--- config.mk ---
export PLATFORM = sky130hd
export DESIGN_NAME = lsb_stego_embedder_top
export DESIGN_NICKNAME = d
export VERILOG_FILES = /design/src/rtl/lse_pkg.sv /design/src/rtl/lse_front.sv /design/src/rtl/lse_queue.sv /design/src/rtl/lse_back.sv /design/src/rtl/lsb_stego_embedder_top.sv
export SDC_FILE = /design/constraint.sdc
export NUM_CORES = 1
export LEC_CHECK = 0
export BUFFER_PORTS_ARGS = -buffer_cell sky130_fd_sc_hd__buf_4
export CAP_MARGIN = 15
export CORE_ASPECT_RATIO = 0.5
export CORE_MARGIN = 2
export CORE_UTILIZATION = 50
export CTS_CLUSTER_DIAMETER = 200
export CTS_CLUSTER_SIZE = 30
export DETAILED_ROUTE_END_ITERATION = 6
export PLACE_DENSITY = 0.73
export SLEW_MARGIN = 20
export SYNTH_ARGS = -nofsm -noshare
export SYNTH_HDL_FRONTEND = slang
export SYNTH_SLANG_ARGS = --single-unit
--- constraint.sdc ---
create_clock -name clock -period 5.4 [get_ports clock]
set_input_delay 1.35 -clock clock [delete_from_list [all_inputs] [get_ports clock]]
set_output_delay 1.35 -clock clock [all_outputs]
set_load 0.01 [all_outputs]
--- src/rtl/lse_pkg.sv ---
// Package for the LSB stego embedder: section codes, register indexes,
// queue entry type and sizing constants. No dependencies.
package lse_pkg;

   localparam int HEADER_BYTES    = 54;
   localparam int MAX_MAGIC_BYTES = 8;
   localparam int MAX_EXT_BYTES   = 8;

   localparam int CARRIER_W  = 8;
   localparam int COUNT_W    = 32;
   localparam int BIDX_W     = 5;
   localparam int LEN_W      = 4;
   localparam int CSR_DATA_W = 64;
   localparam int CSR_IDX_W  = 3;
   localparam int SECTION_W  = 3;
   localparam int QUEUE_DEPTH = 2;

   localparam logic [CSR_IDX_W-1:0] CSR_MAGIC_BYTES = 3'd0;
   localparam logic [CSR_IDX_W-1:0] CSR_MAGIC_LEN   = 3'd1;
   localparam logic [CSR_IDX_W-1:0] CSR_EXT_BYTES   = 3'd2;
   localparam logic [CSR_IDX_W-1:0] CSR_EXT_LEN     = 3'd3;
   localparam logic [CSR_IDX_W-1:0] CSR_SECRET_SIZE = 3'd4;

   localparam logic [63:0]      MAGIC_BYTES_RST = 64'h2A23;
   localparam logic [LEN_W-1:0] MAGIC_LEN_RST   = 4'd2;
   localparam logic [LEN_W-1:0] EXT_LEN_RST     = 4'd4;

   typedef enum logic [SECTION_W-1:0] {
      SEC_HEADER = 3'd0,
      SEC_MAGIC  = 3'd1,
      SEC_EXTLEN = 3'd2,
      SEC_EXT    = 3'd3,
      SEC_SIZE   = 3'd4,
      SEC_DATA   = 3'd5,
      SEC_TAIL   = 3'd6
   } section_type;

   typedef struct packed {
      logic [CARRIER_W-1:0] carrier;
      logic                 embed;
      logic                 pay_bit;
      logic                 taken;
      section_type          section;
   } entry_type;

endpackage

--- src/rtl/lse_front.sv ---
// Front of the LSB stego embedder: configuration registers, section state
// and per-item classification into a queue entry. Depends on lse_pkg.
module lse_front #(
   parameter int HEADER_BYTES    = lse_pkg::HEADER_BYTES,
   parameter int MAX_MAGIC_BYTES = lse_pkg::MAX_MAGIC_BYTES,
   parameter int MAX_EXT_BYTES   = lse_pkg::MAX_EXT_BYTES
) (
   input  logic                            clock,
   input  logic                            reset,
   input  logic                            csr_we,
   input  logic [lse_pkg::CSR_IDX_W-1:0]   csr_index,
   input  logic [lse_pkg::CSR_DATA_W-1:0]  csr_wdata,
   input  logic                            in_valid,
   output logic                            in_ready,
   input  logic [lse_pkg::CARRIER_W-1:0]   carrier,
   input  logic [lse_pkg::CARRIER_W-1:0]   secret,
   output logic                            push,
   output lse_pkg::entry_type              entry,
   input  logic                            queue_ready
);

   logic [63:0]                   magic_bytes_ff;
   logic [lse_pkg::LEN_W-1:0]     magic_len_ff;
   logic [63:0]                   ext_bytes_ff;
   logic [lse_pkg::LEN_W-1:0]     ext_len_ff;
   logic [lse_pkg::COUNT_W-1:0]   secret_size_ff;

   lse_pkg::section_type          phase_ff, phase_in, s_phase;
   logic [lse_pkg::COUNT_W-1:0]   count_ff, count_in, s_count;
   logic [lse_pkg::BIDX_W-1:0]    bidx_ff, bidx_in, s_bidx;
   logic [7:0]                    held_ff, held_in;

   logic [lse_pkg::LEN_W-1:0]     eml, eel;
   logic [lse_pkg::COUNT_W-1:0]   eel_field;
   logic [lse_pkg::COUNT_W-1:0]   count_inc;
   logic [2:0]                    bit3;
   logic [2:0]                    bit3_inc;
   logic [7:0]                    data_src;

   assign in_ready = queue_ready;
   assign push     = in_valid & queue_ready;

   assign eml = (magic_len_ff > lse_pkg::LEN_W'(MAX_MAGIC_BYTES)) ?
                lse_pkg::LEN_W'(MAX_MAGIC_BYTES) : magic_len_ff;
   assign eel = (ext_len_ff > lse_pkg::LEN_W'(MAX_EXT_BYTES)) ?
                lse_pkg::LEN_W'(MAX_EXT_BYTES) : ext_len_ff;
   assign eel_field = lse_pkg::COUNT_W'(eel);

   // configuration registers
   always_ff @(posedge clock) begin
      if (reset) begin
         magic_bytes_ff <= lse_pkg::MAGIC_BYTES_RST;
         magic_len_ff   <= lse_pkg::MAGIC_LEN_RST;
         ext_bytes_ff   <= '0;
         ext_len_ff     <= lse_pkg::EXT_LEN_RST;
         secret_size_ff <= '0;
      end else if (csr_we) begin
         unique case (csr_index)
            lse_pkg::CSR_MAGIC_BYTES: magic_bytes_ff <= csr_wdata;
            lse_pkg::CSR_MAGIC_LEN:   magic_len_ff   <= csr_wdata[lse_pkg::LEN_W-1:0];
            lse_pkg::CSR_EXT_BYTES:   ext_bytes_ff   <= csr_wdata;
            lse_pkg::CSR_EXT_LEN:     ext_len_ff     <= csr_wdata[lse_pkg::LEN_W-1:0];
            lse_pkg::CSR_SECRET_SIZE: secret_size_ff <= csr_wdata[lse_pkg::COUNT_W-1:0];
            default: ;
         endcase
      end
   end

   // skip sections that are already complete
   always_comb begin
      s_phase = phase_ff;
      s_count = count_ff;
      s_bidx  = bidx_ff;
      unique case (phase_ff) inside
         lse_pkg::SEC_HEADER: begin
            if (count_ff >= lse_pkg::COUNT_W'(HEADER_BYTES)) begin
               s_phase = (eml == '0) ? lse_pkg::SEC_EXTLEN : lse_pkg::SEC_MAGIC;
               s_count = '0;
               s_bidx  = '0;
            end
         end
         lse_pkg::SEC_MAGIC: begin
            if (count_ff >= lse_pkg::COUNT_W'(eml)) begin
               s_phase = lse_pkg::SEC_EXTLEN;
               s_count = '0;
               s_bidx  = '0;
            end
         end
         lse_pkg::SEC_EXT: begin
            if (count_ff >= lse_pkg::COUNT_W'(eel)) begin
               s_phase = lse_pkg::SEC_SIZE;
               s_count = '0;
               s_bidx  = '0;
            end
         end
         lse_pkg::SEC_DATA: begin
            if (count_ff >= secret_size_ff) begin
               s_phase = lse_pkg::SEC_TAIL;
               s_count = '0;
               s_bidx  = '0;
            end
         end
         lse_pkg::SEC_EXTLEN, lse_pkg::SEC_SIZE, lse_pkg::SEC_TAIL: ;
         default: begin
            s_phase = lse_pkg::SEC_TAIL;
            s_count = '0;
            s_bidx  = '0;
         end
      endcase
   end

   assign count_inc = s_count + lse_pkg::COUNT_W'(1);
   assign bit3      = s_bidx[2:0];
   assign bit3_inc  = bit3 + 3'd1;
   assign data_src  = (bit3 == 3'd0) ? secret : held_ff;

   // next state
   always_comb begin
      phase_in = s_phase;
      count_in = s_count;
      bidx_in  = s_bidx;
      held_in  = held_ff;
      unique case (s_phase) inside
         lse_pkg::SEC_HEADER: count_in = count_inc;
         lse_pkg::SEC_MAGIC, lse_pkg::SEC_EXT: begin
            bidx_in = {2'b00, bit3_inc};
            if (bit3_inc == 3'd0) count_in = count_inc;
         end
         lse_pkg::SEC_EXTLEN, lse_pkg::SEC_SIZE: begin
            if (s_bidx == '1) begin
               phase_in = (s_phase == lse_pkg::SEC_EXTLEN) ? lse_pkg::SEC_EXT :
                          lse_pkg::SEC_DATA;
               count_in = '0;
               bidx_in  = '0;
            end else begin
               bidx_in = s_bidx + lse_pkg::BIDX_W'(1);
            end
         end
         lse_pkg::SEC_DATA: begin
            if (bit3 == 3'd0) held_in = secret;
            bidx_in = {2'b00, bit3_inc};
            if (bit3_inc == 3'd0) count_in = count_inc;
         end
         default: ;
      endcase
   end

   // classification outputs
   always_comb begin
      entry.carrier = carrier;
      entry.embed   = 1'b0;
      entry.pay_bit = 1'b0;
      entry.taken   = 1'b0;
      entry.section = s_phase;
      unique case (s_phase)
         lse_pkg::SEC_MAGIC: begin
            entry.embed   = 1'b1;
            entry.pay_bit = magic_bytes_ff[{s_count[2:0], bit3}];
         end
         lse_pkg::SEC_EXTLEN: begin
            entry.embed   = 1'b1;
            entry.pay_bit = eel_field[s_bidx];
         end
         lse_pkg::SEC_EXT: begin
            entry.embed   = 1'b1;
            entry.pay_bit = ext_bytes_ff[{s_count[2:0], bit3}];
         end
         lse_pkg::SEC_SIZE: begin
            entry.embed   = 1'b1;
            entry.pay_bit = secret_size_ff[s_bidx];
         end
         lse_pkg::SEC_DATA: begin
            entry.embed   = 1'b1;
            entry.pay_bit = data_src[bit3];
            entry.taken   = (bit3 == 3'd0);
         end
         default: ;
      endcase
   end

   always_ff @(posedge clock) begin
      if (reset) begin
         phase_ff <= lse_pkg::SEC_HEADER;
         count_ff <= '0;
         bidx_ff  <= '0;
      end else if (push) begin
         phase_ff <= phase_in;
         count_ff <= count_in;
         bidx_ff  <= bidx_in;
      end
   end

   always_ff @(posedge clock) begin
      if (reset) begin
         held_ff <= '0;
      end else if (push) begin
         held_ff <= held_in;
      end
   end

endmodule

--- src/rtl/lse_queue.sv ---
// Short queue of classified items between front and back of the embedder.
// Depends on lse_pkg.
module lse_queue (
   input  logic               clock,
   input  logic               reset,
   input  logic               push,
   input  lse_pkg::entry_type wr_entry,
   output logic               in_ready,
   output logic               out_valid,
   input  logic               pop,
   output lse_pkg::entry_type rd_entry
);

   localparam int PTR_W = (lse_pkg::QUEUE_DEPTH > 1) ? $clog2(lse_pkg::QUEUE_DEPTH) : 1;
   localparam int CNT_W = $clog2(lse_pkg::QUEUE_DEPTH + 1);

   lse_pkg::entry_type  mem [lse_pkg::QUEUE_DEPTH];
   logic [PTR_W-1:0]    wr_ptr_ff, wr_ptr_in;
   logic [PTR_W-1:0]    rd_ptr_ff, rd_ptr_in;
   logic [CNT_W-1:0]    count_ff, count_in;
   logic                do_pop;

   assign in_ready  = (count_ff != CNT_W'(lse_pkg::QUEUE_DEPTH));
   assign out_valid = (count_ff != '0);
   assign do_pop    = pop & out_valid;
   assign rd_entry  = mem[rd_ptr_ff];

   always_comb begin
      wr_ptr_in = wr_ptr_ff;
      rd_ptr_in = rd_ptr_ff;
      count_in  = count_ff;
      if (push) begin
         wr_ptr_in = (wr_ptr_ff == PTR_W'(lse_pkg::QUEUE_DEPTH - 1)) ? '0 :
                     wr_ptr_ff + PTR_W'(1);
      end
      if (do_pop) begin
         rd_ptr_in = (rd_ptr_ff == PTR_W'(lse_pkg::QUEUE_DEPTH - 1)) ? '0 :
                     rd_ptr_ff + PTR_W'(1);
      end
      if (push && !do_pop) begin
         count_in = count_ff + CNT_W'(1);
      end else if (!push && do_pop) begin
         count_in = count_ff - CNT_W'(1);
      end
   end

   always_ff @(posedge clock) begin
      if (push) begin
         mem[wr_ptr_ff] <= wr_entry;
      end
   end

   always_ff @(posedge clock) begin
      if (reset) begin
         wr_ptr_ff <= '0;
         rd_ptr_ff <= '0;
         count_ff  <= '0;
      end else begin
         wr_ptr_ff <= wr_ptr_in;
         rd_ptr_ff <= rd_ptr_in;
         count_ff  <= count_in;
      end
   end

endmodule

--- src/rtl/lse_back.sv ---
// Back of the embedder: forms the stego byte and holds it in the output
// register until taken. Depends on lse_pkg.
module lse_back (
   input  logic                          clock,
   input  logic                          reset,
   input  logic                          q_valid,
   output logic                          q_pop,
   input  lse_pkg::entry_type            q_entry,
   output logic                          rsp_tvalid,
   input  logic                          rsp_tready,
   output logic [lse_pkg::CARRIER_W-1:0] stego_byte,
   output logic                          secret_taken,
   output logic [lse_pkg::SECTION_W-1:0] section
);

   logic                          valid_ff, valid_in;
   logic [lse_pkg::CARRIER_W-1:0] stego_ff, stego_in;
   logic                          taken_ff;
   logic [lse_pkg::SECTION_W-1:0] section_ff;
   logic                          load;

   assign load  = q_valid & (~valid_ff | rsp_tready);
   assign q_pop = load;

   assign stego_in = q_entry.embed ?
                     {q_entry.carrier[lse_pkg::CARRIER_W-1:1], q_entry.pay_bit} :
                     q_entry.carrier;
   assign valid_in = load | (valid_ff & ~rsp_tready);

   always_ff @(posedge clock) begin
      if (reset) begin
         valid_ff <= 1'b0;
      end else begin
         valid_ff <= valid_in;
      end
   end

   always_ff @(posedge clock) begin
      if (load) begin
         stego_ff   <= stego_in;
         taken_ff   <= q_entry.taken;
         section_ff <= q_entry.section;
      end
   end

   assign rsp_tvalid   = valid_ff;
   assign stego_byte   = stego_ff;
   assign secret_taken = taken_ff;
   assign section      = section_ff;

endmodule

--- src/rtl/lsb_stego_embedder_top.sv ---
// Path: an accepted item is written into the queue and, once the output register is
// free, loaded into it, from which it shows on rsp. Throughput: one item per cycle
// while the queue has room, set by the section/counter update in lse_front; a
// 2-entry queue and the output register let each side stall on its own.
// Reset: section state to header, counters cleared, registers to defaults,
// queue and output empty. Depends on lse_pkg, lse_front, lse_queue, lse_back.
module lsb_stego_embedder_top #(
   parameter int HEADER_BYTES    = lse_pkg::HEADER_BYTES,
   parameter int MAX_MAGIC_BYTES = lse_pkg::MAX_MAGIC_BYTES,
   parameter int MAX_EXT_BYTES   = lse_pkg::MAX_EXT_BYTES
) (
   input  logic                            clock,
   input  logic                            reset,
   input  logic                            csr_we,
   input  logic [lse_pkg::CSR_IDX_W-1:0]   csr_index,
   input  logic [lse_pkg::CSR_DATA_W-1:0]  csr_wdata,
   input  logic                            req_tvalid,
   output logic                            req_tready,
   input  logic [15:0]                     req_tdata,  // carrier_byte, secret_byte
   output logic                            rsp_tvalid,
   input  logic                            rsp_tready,
   output logic [7:0]                      rsp_tdata,  // stego_byte
   output logic [3:0]                      rsp_tuser   // secret_taken, section
);

   lse_pkg::entry_type fq_entry, qb_entry;
   logic               push, q_ready, q_valid, q_pop;
   logic               taken;
   logic [lse_pkg::SECTION_W-1:0] section;

   lse_front #(
      .HEADER_BYTES    (HEADER_BYTES),
      .MAX_MAGIC_BYTES (MAX_MAGIC_BYTES),
      .MAX_EXT_BYTES   (MAX_EXT_BYTES)
   ) u_front (
      .clock       (clock),
      .reset       (reset),
      .csr_we      (csr_we),
      .csr_index   (csr_index),
      .csr_wdata   (csr_wdata),
      .in_valid    (req_tvalid),
      .in_ready    (req_tready),
      .carrier     (req_tdata[7:0]),
      .secret      (req_tdata[15:8]),
      .push        (push),
      .entry       (fq_entry),
      .queue_ready (q_ready)
   );

   lse_queue u_queue (
      .clock     (clock),
      .reset     (reset),
      .push      (push),
      .wr_entry  (fq_entry),
      .in_ready  (q_ready),
      .out_valid (q_valid),
      .pop       (q_pop),
      .rd_entry  (qb_entry)
   );

   lse_back u_back (
      .clock        (clock),
      .reset        (reset),
      .q_valid      (q_valid),
      .q_pop        (q_pop),
      .q_entry      (qb_entry),
      .rsp_tvalid   (rsp_tvalid),
      .rsp_tready   (rsp_tready),
      .stego_byte   (rsp_tdata),
      .secret_taken (taken),
      .section      (section)
   );

   assign rsp_tuser = {section, taken};

endmodule
==> results of run 1 <==
-- per-layer routing --
metal / vias up / GRT usage (%)
li1: 5839 / -
met1: 5932 / 41.0
met2: 533 / 44.4
met3: 94 / 6.49
met4: 2 / 9.22
met5: - / 0
-- layout by cell type, fill, tap and decap left out, types with 12 or more instances in the layout --
cell type / instances
sky130_fd_sc_hd__nand2_1: 388
sky130_fd_sc_hd__a21oi_1: 234
sky130_fd_sc_hd__dfxtp_1: 220
sky130_fd_sc_hd__buf_4: 135
sky130_fd_sc_hd__nor2_1: 85
sky130_fd_sc_hd__inv_1: 48
sky130_fd_sc_hd__ha_1: 46
sky130_fd_sc_hd__o21ai_0: 42
sky130_fd_sc_hd__mux2i_1: 41
sky130_fd_sc_hd__edfxtp_1: 40
sky130_fd_sc_hd__nor3_1: 27
sky130_fd_sc_hd__nand3_1: 26
sky130_fd_sc_hd__nor4_1: 19
sky130_fd_sc_hd__mux2_2: 18
sky130_fd_sc_hd__a211oi_1: 16
sky130_fd_sc_hd__o22ai_1: 16
sky130_fd_sc_hd__nand2b_1: 14
sky130_fd_sc_hd__nor2b_1: 13
sky130_fd_sc_hd__nand4_1: 12
sky130_fd_sc_hd__clkbuf_16: 12
-- cell type report --
| cell class | count | area (um2) | share of cell area, % |
|---|---|---|---|
| multi-input cells | 1207 | 7120 | 48.1 |
| flip-flops and latches | 262 | 5650 | 38.2 |
| repair buffers | 138 | 1070 | 7.25 |
| well taps | 352 | 440 | 2.98 |
| clock buffers | 14 | 308 | 2.08 |
| inverters | 49 | 184 | 1.24 |
| clock inverters | 2 | 25.0 | 0.169 |
-- final timing paths --
kind | slack (ns) | cells past startpoint | start | to
max | 0.29 | 18 | u_front.count_ff[0]$_SDFFE_PP0P_ | u_front.count_ff[30]$_SDFFE_PP0P_
max reg2reg | 0.29 | 18 | u_front.count_ff[0]$_SDFFE_PP0P_ | u_front.count_ff[30]$_SDFFE_PP0P_
min | 0.46 | 2 | u_front.ext_bytes_ff[34]$_SDFFE_PP0P_ | u_front.ext_bytes_ff[34]$_SDFFE_PP0P_
min reg2reg | 0.46 | 2 | u_front.ext_bytes_ff[34]$_SDFFE_PP0P_ | u_front.ext_bytes_ff[34]$_SDFFE_PP0P_
-- state kept, by name, indices dropped and copies added (netlist names), 5 cells and up, named ones only --
register                count
u_front.ext_bytes_ff       64
u_front.magic_bytes_ff     64
u_front.count_ff           32
u_front.secret_size_ff     32
u_queue.mem                28
u_back.stego_byte           8
u_front.held_ff             8
u_front.bidx_ff             5
-- Yosys cell counts, types with 7 or more instances --
cell                       number
sky130_fd_sc_hd__dfxtp_1      222
sky130_fd_sc_hd__nor4_1        19
sky130_fd_sc_hd__nor3_1        27
sky130_fd_sc_hd__edfxtp_1      40
sky130_fd_sc_hd__nand4_1       12
sky130_fd_sc_hd__a21o_1         8
sky130_fd_sc_hd__nand3_1       26
sky130_fd_sc_hd__o21ai_0       42
sky130_fd_sc_hd__a211oi_1      16
sky130_fd_sc_hd__nand3b_1       7
sky130_fd_sc_hd__nand2b_1      14
sky130_fd_sc_hd__inv_1         48
sky130_fd_sc_hd__a31oi_1        7
sky130_fd_sc_hd__mux2i_1       41
sky130_fd_sc_hd__clkbuf_1      89
sky130_fd_sc_hd__nor2b_1       13
sky130_fd_sc_hd__and3_1        11
sky130_fd_sc_hd__ha_1          46
sky130_fd_sc_hd__o22ai_1       16
sky130_fd_sc_hd__o21ai_1       10
sky130_fd_sc_hd__nand2_1      389
sky130_fd_sc_hd__nor2_1        87
sky130_fd_sc_hd__a21oi_1      234
sky130_fd_sc_hd__o211ai_1       9
sky130_fd_sc_hd__a221oi_1       7
sky130_fd_sc_hd__mux2_2        18
sky130_fd_sc_hd__mux4_2         7
sky130_fd_sc_hd__buf_1          8
sky130_fd_sc_hd__or3_1          7
-- stage by stage --
stage	power [mW]	area, um2	util (%)
floorplan	2.99	13300	-
global route	4.65	14800	56.2
global placement	3.40	14400	54.8
detailed placement	3.43	14400	54.8
CTS	4.45	14800	56.1
finish	4.45	14800	56.2
-- critical path: stages (launching register included) --
cell and delay (ns):
sky130_fd_sc_hd__dfxtp_1 0.54, sky130_fd_sc_hd__inv_1 0.14, sky130_fd_sc_hd__ha_1 0.30, sky130_fd_sc_hd__nand2b_1 0.15, sky130_fd_sc_hd__a211o_1 0.34, sky130_fd_sc_hd__a2111oi_4 0.40, sky130_fd_sc_hd__o211ai_2 0.22, sky130_fd_sc_hd__and2_4 0.27
sky130_fd_sc_hd__nand2_2 0.13, sky130_fd_sc_hd__nand2_1 0.10, sky130_fd_sc_hd__inv_1 0.09, sky130_fd_sc_hd__ha_1 0.21, sky130_fd_sc_hd__nand3_1 0.17, sky130_fd_sc_hd__nor2_1 0.23, sky130_fd_sc_hd__nand3_1 0.29, sky130_fd_sc_hd__a2111oi_4 0.48
sky130_fd_sc_hd__nand3_1 0.21, sky130_fd_sc_hd__or4_1 0.52, sky130_fd_sc_hd__a221oi_2 0.23
-- power breakdown --
group | switching [mW] | internal (mW) | total, mW | leakage (nW)
combinational | 0.729 | 0.436 | 1.17 | 2.92
sequential | 0.0961 | 2.14 | 2.24 | 2.18
clock | 0.623 | 0.421 | 1.04 | 0.162
total | 1.45 | 3.00 | 4.45 | 5.26
-- kinds of logic after synthesis --
kind of cell | synth area share (%)
AO/OA/AOI/OAI | 21.3
XOR/XNOR | 0.394
adder cells (fa/ha/maj) | 4.31
buffers and inverters | 4.56
flip-flops | 42.3
multiplexers | 5.77
AND/OR/NAND/NOR | 21.4
==> parameters.txt, run 1 <==
Parameter                              Value

Run status
  Status ... finished clean

Synth
  Post-synthesis instance area ... 0.0133 mm2
  Share of the yosys chip area belonging to registers ... 42.3%
  Cells after Synth ... 1624
  Count of flip-flops with a built-in enable after synthesis ... 40
  Cell taking the most area after synthesis ... sky130_fd_sc_hd__dfxtp_1
  Post-synthesis net count ... 1758
  Top flip-flop cell by instance count after synthesis ... sky130_fd_sc_hd__dfxtp_1
  Number of storage elements in the synthesis netlist ... 262
  Proportion of netlist area held by the largest area contributor ... 33.3%
  Async SR Flop Fraction ... 0%
  Average cell area after synthesis ... 8.22 um2
  Count of synthesis-stage warnings from yosys ... 0
  Number of distinct standard cells referenced by the synthesized netlist ... 84
  Ranking of synthesized cells by area ... sky130_fd_sc_hd__dfxtp_1 33%, sky130_fd_sc_hd__nand2_1 11%, sky130_fd_sc_hd__edfxtp_1 9.0%

Floorplan
  X dimension of the die ... 235 um
  Starting utilization of the core area ... 50.7%
  Top-level port count ... 102
  Die footprint ... 0.0281 mm2
  Die height ... 120 um
  Row count ... 42
  Core area ... 0.0263 mm2

Route
  Post-route met1 wirelength ... 18400 um
  Detailed Route WL ... 41500 um
  Post-detailed-route count of antenna-violating nets ... 0
  Post-route DRC ... 0
  Post-detailed-route wirelength per cell ... 20.5 um
  Met3 routed wirelength ... 4020 um
  Detailed-router iteration count before antenna repair ... 6
  Routed vias/inst ... 6.13
  Highest metal layer with signal wires ... met5
  Count of vias placed by the detailed router ... 12400
  Amount of wire on met2 after detailed routing ... 17800 um
  First-iteration detailed-routing DRC count ... 1367

GRT
  Vias in the first global route ... 11700
  GRT Total Usage ... 29.1%
  Wire length of the first global-routing pass ... 64800 um
  Maximum number of pins on one net before global-route repair ... 104
  Initial antenna violation count ... 1
  Grt total ovfl ... 0

Clock network
  CTS Hold Buffers Added ... 0
  Cts repair resizes ... 0
  # Post-CTS Setup Buffers ... 0
  Number of buffers between clock root and the deepest sink ... 3
  Root Driver ... sky130_fd_sc_hd__clkbuf_16
  Clk Latency, worst-skew pair ... 0.52 ns
  H-tree lvl count ... 1
  TritonCTS clock tree ... yes
  Clock slew at reported path FFs ... 0.13 ns
  Cts bufs inserted ... 12
  Clock sink count ... 262

Critical path
  Element type at the critical path start ... flop
  Arr. time, crit path ... 5.54 ns
  Worst path required time ... 5.84 ns
  Crit-path max FO ... 11
  Sort of element at the end of the critical path ... flop
  Type of the setup path with the least slack ... flop to flop

Timing
  Fin worst setup slack ... 0.293 ns
  Setup clock skew after layout ... 0.0411 ns
  # setup viols final ... 0
  Tightest slew margin relative to the limit ... 24.4%
  Tcrit/Tclk final ... 94.6%
  Period minus WS final ... 5.11 ns
  Upper clock frequency limit ... 0.196 GHz
  Setup Total Neg Slack ... 0 ns
  Setup repair after global routing missed its margin ... false
  Max Slew Vio Count ... 0
  Final hold vios ... 0
  Worst-Margin Slew ... 1.13 ns
  Worst slack on hold paths ... 0.459 ns

Finish
  Fill cell count ... 2419
  Ratio of cells with drive above 1 in the final layout ... 12.7%
  N_diodes ... 0
  Layout net count ... 1804
  Syn-to-layout area delta ... 10.8%
  Cell Count, Final, Fillers Out ... 2024

Flow run
  Max cap viols ... 0

Placement
  Placement Setup Slack ... 0.450 ns
  Dpl cells ... 2007
  Routability congestion estimate from global placement ... 0.998
  Detailed placer's ending HPWL ... 29400 um
  Number of input and output port buffers inserted ... 101

Pwr
  Areal power density over the cells ... 301 mW/mm2
  Peak supply drop ... 0.000224 V
  Static Leakage ... 5.26 nW

Worst hold path
  Path category of the worst min-delay check ... flop to flop
Power figures use the tool's default switching activity.
==> run 2, diff against run 1 <==
ABC_AREA = 1   (was not set)
==> parameters.txt, run 2 <==
Parameter                              Value

Synth
  Fraction of the mapped netlist area in adder cells ... 4.03%
  Multiplexer share of the synthesized area ... 0.0702%
  Top flip-flop cell by instance count after synthesis ... sky130_fd_sc_hd__dfxtp_1
  Count of synthesis-stage warnings from yosys ... 0
  Cells after Synth ... 2115
  Share of the yosys chip area belonging to registers ... 39.6%
  Number of storage elements in the synthesis netlist ... 262
  Cell taking the most area after synthesis ... sky130_fd_sc_hd__dfxtp_1
  Synth Area in Simple Gates ... 34.0%
  Async SR Flop Fraction ... 0%
  Most frequently used cell type in the post-synthesis netlist ... sky130_fd_sc_hd__nand2_1
  Post-synthesis net count ... 2249
  Average cell area after synthesis ... 6.75 um2
  Post-synthesis instance area ... 0.0143 mm2
  Number of distinct standard cells referenced by the synthesized netlist ... 50
  Main combinational cell family by area after synthesis ... simple AND/OR/NAND/NOR gates
  Most used standard cells in the synthesized netlist ... 441 x sky130_fd_sc_hd__nand2_1, 371 x sky130_fd_sc_hd__nor2_1, 272 x sky130_fd_sc_hd__nand3_1
  Proportion of netlist area held by the largest area contributor ... 31.2%
  Synthesized-area fraction occupied by xor and xnor cells ... 0.482%
  Post-synthesis compound-gate area fraction ... 13.9%
  Count of flip-flops with a built-in enable after synthesis ... 40
  Ranking of synthesized cells by area ... sky130_fd_sc_hd__dfxtp_1 31%, sky130_fd_sc_hd__nand2_1 12%, sky130_fd_sc_hd__nor2_1 9.8%

Timing
  Final hold vios ... 0
  Setup Total Neg Slack ... 0 ns
  Fin worst setup slack ... 0.766 ns
  Max Slew Vio Count ... 0
  Tightest slew margin relative to the limit ... 22.2%
  Setup clock skew after layout ... 0.0388 ns
  Upper clock frequency limit ... 0.216 GHz
  Tcrit/Tclk final ... 85.8%
  Period minus WS final ... 4.63 ns
  # setup viols final ... 0
  Worst-Margin Slew ... 1.16 ns
  Setup repair after global routing missed its margin ... false

GRT
  Grt total ovfl ... 0
  Wire length of the first global-routing pass ... 64200 um
  Initial antenna violation count ... 0
  Vias in the first global route ... 12100
  Maximum number of pins on one net before global-route repair ... 81
  GRT Total Usage ... 26.5%

Finish
  Layout net count ... 2270
  Commonest cells after routing, fill and taps aside ... 439 x sky130_fd_sc_hd__nand2_1, 370 x sky130_fd_sc_hd__nor2_1, 271 x sky130_fd_sc_hd__nand3_1
  Regs by FF count ... u_front.ext_bytes_ff: 64 flops, u_front.magic_bytes_ff: 64 flops
  Post-route cell area ... 0.0155 mm2
  Ratio of cells with drive above 1 in the final layout ... 8.98%
  Syn-to-layout area delta ... 8.87%
  Leading cell type in the layout, fill and taps excluded ... sky130_fd_sc_hd__nand2_1
  N_diodes ... 0
  Cell Count, Final, Fillers Out ... 2520

Critical path
  Crit-path max FO ... 54
  Slowest stage delay, CP ... 0.58 ns
  CP max stage cell ... sky130_fd_sc_hd__buf_4
  Type of the setup path with the least slack ... flop to flop
  Total buffers and inverters traversed by the critical path ... 5
  Arr. time, crit path ... 5.10 ns
  Worst path required time ... 5.86 ns
  Sort of element at the end of the critical path ... flop
  Element type at the critical path start ... flop
  Kind of cell with the highest combined delay on the critical path ... simple AND/OR/NAND/NOR gates

Floorplan
  Top-level port count ... 102
  Core area ... 0.0279 mm2
  Row count ... 43
  Die footprint ... 0.0300 mm2
  Starting utilization of the core area ... 51.2%
  X dimension of the die ... 243 um
  Die height ... 123 um

Pwr
  Static Leakage ... 6.51 nW
  Switching power as a share of total power ... 40.2%
  Sw Pwr ... 2.14 mW
  Relative contribution of the clock network to total power ... 20.1%
  Internal power ... 3.19 mW
  Combinational share of power ... 36.0%
  Sequential fraction of design power ... 43.9%
  Power, Total ... 5.33 mW
  Areal power density over the cells ... 343 mW/mm2
  Peak supply drop ... 0.000211 V

Placement
  Number of input and output port buffers inserted ... 101
  Detailed placer's ending HPWL ... 26900 um
  Routability congestion estimate from global placement ... 0.932
  Dpl cells ... 2503
  Area of placed instances ... 0.0152 mm2
  Placement Setup Slack ... 0.910 ns

Clock network
  Clock slew at reported path FFs ... 0.13 ns
  CTS Hold Buffers Added ... 0
  Root Driver ... sky130_fd_sc_hd__clkbuf_16
  Number of buffers between clock root and the deepest sink ... 3
  Clock sink count ... 262
  # Post-CTS Setup Buffers ... 0
  Clk Latency, worst-skew pair ... 0.53 ns
  H-tree lvl count ... 1
  Cts bufs inserted ... 12
  Cts repair resizes ... 0
  TritonCTS clock tree ... yes

Worst hold path
  Path category of the worst min-delay check ... flop to flop

Route
  Post-detailed-route count of antenna-violating nets ... 0
  Post-route DRC ... 0
  Post-detailed-route wirelength per cell ... 15.9 um
  Count of vias placed by the detailed router ... 13800
  First-iteration detailed-routing DRC count ... 1529
  Routed vias/inst ... 5.49
  Detailed-router iteration count before antenna repair ... 6
  Detailed Route WL ... 40000 um

Run status
  Status ... finished clean

Flow run
  Max cap viols ... 0
==> run 2: cell types whose count changed after synthesis, moves of 18 or more <==
cell                      delta
sky130_fd_sc_hd__mux2i_1    -40
sky130_fd_sc_hd__a21oi_1   -107
sky130_fd_sc_hd__inv_1      +98
sky130_fd_sc_hd__nand2_1    +52
sky130_fd_sc_hd__mux2_2     -18
sky130_fd_sc_hd__nor3_1     -21
sky130_fd_sc_hd__o21ai_0   +169
sky130_fd_sc_hd__nor2_1    +284
sky130_fd_sc_hd__nand3_1   +246
sky130_fd_sc_hd__buf_2      +21
==> run 2: cell families after synthesis <==
family / after synthesis
buf+inv: 277
flops: 262
xor+xnor: 7
mux: 1
simple gates: 1143
compound gates: 379
fa+ha+maj: 46
==> run 2: stage by stage <==
step	hold slack [ns]	util (%)
finish	0.468	55.7
global placement	0.434	54.5
global route	0.501	55.7
floorplan	0.426	-
CTS	0.465	55.7
detailed placement	0.445	54.5
==> run 2: final cells by class <==
type / count / area, um2
fillers: 2804 / 12300
multi-input cells: 1576 / 7510
flip-flops and latches: 262 / 5650
repair buffers: 125 / 963
inverters: 159 / 602
well taps: 382 / 478
clock buffers: 14 / 308
clock inverters: 2 / 25.0
==> run 2: power groups by stage <==
stage | Sequential (mW) | Clock, mW | Combinational, mW
floorplan | 2.36 | 0 | 1.33
detailed placement | 2.38 | 0 | 1.88
CTS | 2.34 | 1.08 | 1.89
global route | 2.36 | 1.15 | 2.10
finish | 2.34 | 1.07 | 1.92
global placement | 2.38 | 0 | 1.85
==> run 2: per-layer routing <==
metal / vias up / wire (um) / part of all wire, % / global-route usage, %
met4: 0 / 965 / 2.4 / 6.48
met1: 6317 / 18700 / 47 / 38.0
met3: 59 / 3160 / 7.9 / 3.43
met5: - / 0 / 0 / 0
met2: 496 / 17100 / 43 / 42.4
li1: 6967 / - / - / -
==> run 2: worst paths after layout <==
kind / start / to / cells after the start / slack, ns
worst max-delay path: u_front.magic_len_ff[0]$_SDFFE_PP0P_ / u_front.count_ff[22]$_SDFFE_PP0P_ / 26 / 0.77
worst min-delay path: u_queue.rd_ptr_ff$_SDFFE_PP0P_ / u_queue.rd_ptr_ff$_SDFFE_PP0P_ / 1 / 0.47
worst max register to register: u_front.magic_len_ff[0]$_SDFFE_PP0P_ / u_front.count_ff[22]$_SDFFE_PP0P_ / 26 / 0.77
worst min register to register: u_queue.rd_ptr_ff$_SDFFE_PP0P_ / u_queue.rd_ptr_ff$_SDFFE_PP0P_ / 1 / 0.47
